==> src/hw/rtl/lbsm_pkg.sv <==
// Shared constants and types for the LRU block slot mapper.
`timescale 1ns / 1ps

package lbsm_pkg;

   localparam int CACHE_SLOTS = 64;
   localparam int ID_BITS     = 24;
   localparam int IDX_BITS    = $clog2(CACHE_SLOTS);

   localparam int BLOCK_ID_W  = 24;
   localparam int SLOT_W      = 6;
   localparam int REQ_DATA_W  = 24;
   localparam int RSP_DATA_W  = 8;

   // Commands from the controller to the datapath
   typedef struct packed {
      logic capture;   // latch the request beat's block id
      logic lookup;    // compare tags, pick hit or victim slot
      logic commit;    // update tags/ranks, load the result register
   } ctrl_cmd_type;

endpackage

==> src/hw/rtl/lru_block_slot_mapper_top.sv <==
// Top level of the LRU block slot mapper: controller plus datapath.
`timescale 1ns / 1ps
//
// Fully associative tag store with least-recently-used replacement.
// Request channel (req_*): one beat carries a block id. Result channel
// (rsp_*): one beat per request, hit flag and slot index.
// Each request is looked up against all valid tags at once; a hit reports
// its slot and makes it most recent, a miss takes the least recent slot,
// binds the id to it and reports hit = 0 so the caller fills the slot.
// An accepted request passes through the lookup state (parallel tag
// compare) and then the rank update state, which loads the result
// into the output register. A new request is taken in the same cycle
// the previous one retires.
// Reset (synchronous, active high) marks every slot invalid and sets the
// recency order to slot 0 least recent up to the last slot most recent,
// all at once; there is no clearing pass.
// When the receiver stalls, the result is held in its output register;
// one further request may be accepted and is held finished in the update
// step until the output register frees up.
//

module lru_block_slot_mapper_top (
   input  logic                               clock,
   input  logic                               reset,
   input  logic                               req_tvalid,
   output logic                               req_tready,
   input  logic [lbsm_pkg::REQ_DATA_W-1:0]    req_tdata,   // [23:0] block_id
   output logic                               rsp_tvalid,
   input  logic                               rsp_tready,
   output logic [lbsm_pkg::RSP_DATA_W-1:0]    rsp_tdata    // [0] hit, [6:1] slot, [7] zero
);
   import lbsm_pkg::*;

   ctrl_cmd_type      cmd;
   logic              rsp_hit;
   logic [SLOT_W-1:0] rsp_slot;

   lbsm_ctrl u_ctrl (
      .clock      (clock),
      .reset      (reset),
      .req_tvalid (req_tvalid),
      .req_tready (req_tready),
      .rsp_tvalid (rsp_tvalid),
      .rsp_tready (rsp_tready),
      .cmd        (cmd)
   );

   lbsm_datapath u_datapath (
      .clock        (clock),
      .reset        (reset),
      .cmd          (cmd),
      .req_block_id (req_tdata[BLOCK_ID_W-1:0]),
      .rsp_hit      (rsp_hit),
      .rsp_slot     (rsp_slot)
   );

   assign rsp_tdata = {{(RSP_DATA_W - SLOT_W - 1){1'b0}}, rsp_slot, rsp_hit};

endmodule

==> src/hw/rtl/lbsm_ctrl.sv <==
// Controller state machine for the LRU block slot mapper.
`timescale 1ns / 1ps

module lbsm_ctrl (
   input  logic                  clock,
   input  logic                  reset,
   input  logic                  req_tvalid,
   output logic                  req_tready,
   output logic                  rsp_tvalid,
   input  logic                  rsp_tready,
   output lbsm_pkg::ctrl_cmd_type cmd
);
   import lbsm_pkg::*;

   typedef enum logic [2:0] {
      ST_IDLE   = 3'b001,
      ST_LOOK   = 3'b010,
      ST_UPDATE = 3'b100
   } state_type;

   state_type state_ff, state_in;
   logic      rsp_valid_ff, rsp_valid_in;
   logic      out_free;
   logic      accept;
   logic      commit;

   assign out_free   = !rsp_valid_ff || rsp_tready;
   assign req_tready = (state_ff == ST_IDLE) || ((state_ff == ST_UPDATE) && out_free);
   assign accept     = req_tvalid && req_tready;
   assign commit     = (state_ff == ST_UPDATE) && out_free;

   always_comb begin
      state_in = state_ff;
      unique case (state_ff)
         ST_IDLE: begin
            if (accept) state_in = ST_LOOK;
         end
         ST_LOOK: begin
            state_in = ST_UPDATE;
         end
         ST_UPDATE: begin
            // take the next beat in the same cycle the current one retires
            if (commit) state_in = accept ? ST_LOOK : ST_IDLE;
         end
         default: begin
            state_in = ST_IDLE;
         end
      endcase
   end

   always_comb begin
      if (commit) begin
         rsp_valid_in = 1'b1;
      end else if (rsp_tready) begin
         rsp_valid_in = 1'b0;
      end else begin
         rsp_valid_in = rsp_valid_ff;
      end
   end

   always_ff @(posedge clock) begin
      if (reset) begin
         state_ff     <= ST_IDLE;
         rsp_valid_ff <= 1'b0;
      end else begin
         state_ff     <= state_in;
         rsp_valid_ff <= rsp_valid_in;
      end
   end

   assign rsp_tvalid  = rsp_valid_ff;
   assign cmd.capture = accept;
   assign cmd.lookup  = (state_ff == ST_LOOK);
   assign cmd.commit  = commit;

`ifndef ASSERT_OFF
   a_commit_loads: assert property (@(posedge clock) disable iff (reset)
      commit |=> rsp_valid_ff)
      else $error("result register not loaded on commit");
   a_look_then_update: assert property (@(posedge clock) disable iff (reset)
      (state_ff == ST_LOOK) |=> (state_ff == ST_UPDATE))
      else $error("lookup not followed by update");
   a_no_accept_in_look: assert property (@(posedge clock) disable iff (reset)
      (state_ff == ST_LOOK) |-> !req_tready)
      else $error("request taken during lookup");
`endif

endmodule

==> src/hw/rtl/lbsm_datapath.sv <==
// Tag store, recency ranks and result register for the LRU block slot mapper.
`timescale 1ns / 1ps

module lbsm_datapath (
   input  logic                             clock,
   input  logic                             reset,
   input  lbsm_pkg::ctrl_cmd_type           cmd,
   input  logic [lbsm_pkg::BLOCK_ID_W-1:0]  req_block_id,
   output logic                             rsp_hit,
   output logic [lbsm_pkg::SLOT_W-1:0]      rsp_slot
);
   import lbsm_pkg::*;

   logic [ID_BITS+BLOCK_ID_W-1:0] id_ext;
   logic [ID_BITS-1:0]            id_ff;

   logic [ID_BITS-1:0]            tag_ff   [CACHE_SLOTS];
   logic [CACHE_SLOTS-1:0]        valid_ff;
   logic [IDX_BITS-1:0]           rank_ff  [CACHE_SLOTS];

   logic [CACHE_SLOTS-1:0]        match_vec;
   logic [CACHE_SLOTS-1:0]        lru_vec;
   logic [CACHE_SLOTS-1:0]        sel_ff;
   logic                          hit_ff;

   logic [IDX_BITS-1:0]           sel_idx;
   logic [IDX_BITS-1:0]           old_rank;
   logic [IDX_BITS+SLOT_W-1:0]    slot_ext;

   logic                          out_hit_ff;
   logic [SLOT_W-1:0]             out_slot_ff;

   // only the low ID_BITS of the block id take part in the compare
   assign id_ext = {{ID_BITS{1'b0}}, req_block_id};

   always_ff @(posedge clock) begin
      if (cmd.capture) id_ff <= id_ext[ID_BITS-1:0];
   end

   always_comb begin
      for (int i = 0; i < CACHE_SLOTS; i++) begin
         match_vec[i] = valid_ff[i] && (tag_ff[i] == id_ff);
         lru_vec[i]   = (rank_ff[i] == '0);
      end
   end

   always_ff @(posedge clock) begin
      if (cmd.lookup) begin
         hit_ff <= |match_vec;
         sel_ff <= (|match_vec) ? match_vec : lru_vec;
      end
   end

   // sel_ff is one-hot: OR-reduce to get the index and its current rank
   always_comb begin
      sel_idx  = '0;
      old_rank = '0;
      for (int i = 0; i < CACHE_SLOTS; i++) begin
         if (sel_ff[i]) begin
            sel_idx  = sel_idx | IDX_BITS'(i);
            old_rank = old_rank | rank_ff[i];
         end
      end
   end

   always_ff @(posedge clock) begin
      if (reset) begin
         valid_ff <= '0;
         for (int i = 0; i < CACHE_SLOTS; i++) begin
            rank_ff[i] <= IDX_BITS'(i);
         end
      end else if (cmd.commit) begin
         for (int i = 0; i < CACHE_SLOTS; i++) begin
            if (sel_ff[i]) begin
               rank_ff[i] <= IDX_BITS'(CACHE_SLOTS - 1);
               if (!hit_ff) valid_ff[i] <= 1'b1;
            end else if (rank_ff[i] > old_rank) begin
               rank_ff[i] <= rank_ff[i] - 1'b1;
            end
         end
      end
   end

   // tags carry no reset; an entry is only compared once its valid bit is set
   always_ff @(posedge clock) begin
      if (cmd.commit && !hit_ff) begin
         for (int i = 0; i < CACHE_SLOTS; i++) begin
            if (sel_ff[i]) tag_ff[i] <= id_ff;
         end
      end
   end

   assign slot_ext = {{SLOT_W{1'b0}}, sel_idx};

   always_ff @(posedge clock) begin
      if (cmd.commit) begin
         out_hit_ff  <= hit_ff;
         out_slot_ff <= slot_ext[SLOT_W-1:0];
      end
   end

   assign rsp_hit  = out_hit_ff;
   assign rsp_slot = out_slot_ff;

`ifndef ASSERT_OFF
   a_lru_unique: assert property (@(posedge clock) disable iff (reset)
      $onehot(lru_vec))
      else $error("recency ranks are not a permutation");
   a_tags_unique: assert property (@(posedge clock) disable iff (reset)
      $onehot0(match_vec))
      else $error("block id held in more than one slot");
   a_sel_onehot: assert property (@(posedge clock) disable iff (reset)
      cmd.commit |-> $onehot(sel_ff))
      else $error("commit without a single selected slot");
   a_hit_valid: assert property (@(posedge clock) disable iff (reset)
      (cmd.commit && hit_ff) |-> (|(sel_ff & valid_ff)))
      else $error("hit reported on an invalid slot");
   a_commit_mru: assert property (@(posedge clock) disable iff (reset)
      cmd.commit |=> (|(sel_ff & ~lru_vec)) || (CACHE_SLOTS == 1))
      else $error("committed slot still least recent");
`endif

endmodule
==> config.mk <==
export PLATFORM = sky130hd
export DESIGN_NAME = lru_block_slot_mapper_top
export DESIGN_NICKNAME = d
export VERILOG_FILES = /design/src/hw/rtl/lbsm_pkg.sv /design/src/hw/rtl/lru_block_slot_mapper_top.sv /design/src/hw/rtl/lbsm_ctrl.sv /design/src/hw/rtl/lbsm_datapath.sv
export SDC_FILE = /design/constraint.sdc
export NUM_CORES = 2
export LEC_CHECK = 0
export BUFFER_PORTS_ARGS = -buffer_cell sky130_fd_sc_hd__buf_2
export CORE_MARGIN = 8
export CORE_UTILIZATION = 31
export DETAILED_ROUTE_END_ITERATION = 16
export GPL_TIMING_DRIVEN = 0
export PLACE_DENSITY = 0.45
export RECOVER_POWER = 50
export SYNTH_ARGS = -nofsm -noshare
export SYNTH_HDL_FRONTEND = slang
export SYNTH_SLANG_ARGS = --single-unit
==> constraint.sdc <==
create_clock -name clock -period 7.9 [get_ports clock]
set_input_delay 0 -clock clock [delete_from_list [all_inputs] [get_ports clock]]
set_output_delay 0 -clock clock [all_outputs]
set_load 0.01 [all_outputs]
==> impl_metrics.tcl <==
set metrics [dict create \
    cts_tree "done" \
    yosysWarningCount 0 \
    synth-seq-cells 2084 \
    cts_buffers 236 \
    final_nets 8563 \
    setup_tns_ns 0 \
    hold_buffers 52 \
    antenna_found_initial 57 \
    wl_met1_um 193000 \
    required_ns 8.46 \
    drt-initial-drc-count 9101 \
    hold_slack_ns 0.0496 \
    worst_pin_slew_ns 2.52 \
    yosysTopAreaCell "edfxtp_1" \
    timing.slew.headroom -0.677 \
    p_per_area_nw_per_um2 218 \
    dpl.hpwl_um 332000 \
    post_cts_resized 0 \
    power.leakage_nw 39.7 \
    violations "max-capacitance violations, max-slew violations" \
    yosysTopAreaCellShare 0.593 \
    outcome "complete, but fails checks" \
    mostFrequentLayoutCells "2016 x edfxtp_1, 974 x xnor2_1, 813 x xor2_1" \
    root_buffer "clkbuf_16" \
    peakVddDrop_v 0.000201 \
    gp_congestion 0.944 \
    p_int_w 0.0194 \
    grt.total_usage 0.264 \
    core_area_um2 327000 \
    cp_slowest_stage_delay_ns 1.04 \
    die-area_um2 348000 \
    fmax_ghz 0.127 \
    drc 0 \
    die_width_um 590 \
    highest_layer "met5" \
    crit_path_end_kind "flip-flop" \
    synthArstFlopShare 0 \
    p_clk_frac 0.441 \
    gr-total-overflow 0 \
    start_kind "flip-flop" \
    path_cells "buf_16, buf_16, clkbuf_1, buf_6, buf_6, xnor2_1, nand4_1, nor4_1, nand4_1, nand4_1, nor4_2, nand4_4, clkbuf_1, o21ai_0" \
    rsz0062_at_grt "no" \
    clock_latency_ns 0.96 \
    die_h_um 590 \
    synth_area_um2 102000 \
    cts_max_path_buffers 4 \
    crit_path_frequent_cell "nand4_1" \
    finalWirelength_um 476000 \
    cts_sinks 2084 \
    critical_path.slowest_cell "clkbuf_1" \
    final_common_cell "edfxtp_1" \
    synth_top_cells_by_area "edfxtp_1 59%, xnor2_1 8.4%, xor2_1 7.0%, ha_1 6.1%, nand4_1 2.1%" \
    syn_inst 7498 \
    grt_max_degree 34 \
    grt_pass1_vias 66300 \
    synth_nets 8024 \
    ys_seq_area_frac 0.606 \
    wl_per_cell_um 37.8 \
    dr.pass1.iters 9 \
    hp-class "in -> reg" \
    via_per_inst 5.58 \
    netSwitchingFraction 0.252 \
    drive_gt1_frac 0.0916 \
    htree_levels 4 \
    setup_viol 0 \
    crit_family "buffers and inverters" \
    fillCellCount 31800 \
    met3_length_um 38300 \
    crit_type "reg -> reg" \
    synth_edf_count 2016 \
    ioPinCount 38 \
    post-route-period-util 0.995 \
    cp_max_fo 13 \
    dr_wl_met2_um 218000 \
    ys.flop_type "edfxtp_1" \
    cts_setup_buffers 0 \
    arrival_ns 8.42 \
    num_rows 210 \
    fin_worst_skew_ns 0.128 \
    initial_utilization 0.312 \
    cp_num_buf_inv 6 \
    grt_pass1_wl_um 621000 \
    via_count 70400 \
    synth.distinct_cells 55 \
    area_growth_pct 16.5 \
    max-cap-violations 38 \
    synth_area_per_cell_um2 13.6 \
    portBuffers 35 \
    power_frac_seq 0.475 \
    ant_nets 0 \
    drv_slew 796 \
    finalHoldViolCount 0 \
    switchingPower_w 0.00653 \
    combPwrFrac 0.084 \
    clk_pin_slew_ns 0.06 \
    fin_crit_ns 7.86 \
]
## cells in the mapped netlist (4+ instances only)
library cell     n
and4_1          24
ha_1           498
a21o_1          41
a22o_1         121
nor2_1         312
a41oi_1          7
a221oi_1       101
o41ai_1          4
nand2_1        412
buf_4           36
a32oi_1         23
or4_1           21
nand3b_1        26
nor3b_1         33
edfxtp_1      2016
nor2b_1         49
o21ai_0        209
or2_2            4
o21a_1          91
clkbuf_1       125
buf_2            4
a21oi_1        150
nand4_1        336
nand3_1         67
dfxtp_1         68
nor3_1         158
inv_1          187
or3_1           11
a211o_1         19
o41ai_2          5
xor2_1         813
buf_6          131
nand2b_1        52
and2_1          66
a2111oi_2       11
a211oi_1        17
nor4_1         229
and3_1          14
xnor2_1        974
nor4_2           9
## worst min-delay path, stage by stage
cell and delay, ns:
dlygate4sd3_1 0.52, buf_2 0.10, nor2b_1 0.11, nand2_1 0.09, a211oi_1 0.06
## layout make-up
class	instances	area, µm²	share of cell area
diodes	21	52.6	0.000442
well taps	4346	5440	0.0457
plain buffers	302	2340	0.0197
inverters	187	702	0.00590
clock inverters	120	1290	0.0109
flip-flops and latches	2084	61900	0.521
repair buffers	301	3350	0.0282
multi-input cells	4925	37300	0.314
clock buffers	316	6540	0.0550
## registers in the layout, summed over array words and instances (netlist names), 3 cells and up
name	flops
u_datapath.sel_ff	64
u_datapath.rsp_slot	6
u_ctrl.state_ff	3
u_datapath.id_ff	24
u_datapath.tag_ff	1536
u_datapath.valid_ff	64
u_datapath.rank_ff	384
## through the flow
step                std cells   util  setup slack, ns  total power (W)  cell area (µm²)
floorplan                7498      -             1.55           0.0135           102000
global placement        11900  0.329            -7.06           0.0146           108000
detailed placement      12100  0.344            0.544           0.0149           113000
CTS                     12600  0.370            0.482           0.0262           121000
global route            12600  0.363            0.231           0.0264           119000
finish                  12600  0.363           0.0382           0.0260           119000
## layer usage
metal  global-route usage  vias to the layer above
met1                0.346                    36800
met5                    0                        -
li1                     -                    28900
met2                0.427                     3673
met4                0.119                        8
met3               0.0448                      935
## path summary, 6_finish.rpt
kind / start / to / slack [ns] / cells after the start
max: u_datapath.id_ff[18] / u_datapath.sel_ff[39] / 0.04 / 14
min: rsp_tready / u_ctrl.state_ff[2] / 0.05 / 5
max reg2reg: u_datapath.id_ff[18] / u_datapath.sel_ff[39] / 0.04 / 14
min reg2reg: u_datapath.hit_ff / u_datapath.rsp_hit / 0.47 / 0
## power by group through the flow
stage	clock [W]	combinational, W	sequential (W)
final	0.0114	0.00219	0.0123
after global routing	0.0119	0.00221	0.0123
after CTS	0.0115	0.00232	0.0123
after floorplan	0	0.000919	0.0126
after global placement	0	0.00163	0.0130
after detailed placement	0	0.00229	0.0126
## cell families (layout without fill, tap and decap cells)
group	Yosys count	count (layout)	synth area share
fa+ha+maj	498	498	0.0610
other cells	1	22	0.0000367
flops	2084	2084	0.606
buf+inv	489	1226	0.0295
compound gates	808	808	0.0553
xor+xnor	1787	1787	0.153
simple gates	1831	1831	0.0944
Power figures use the tool's default switching activity.
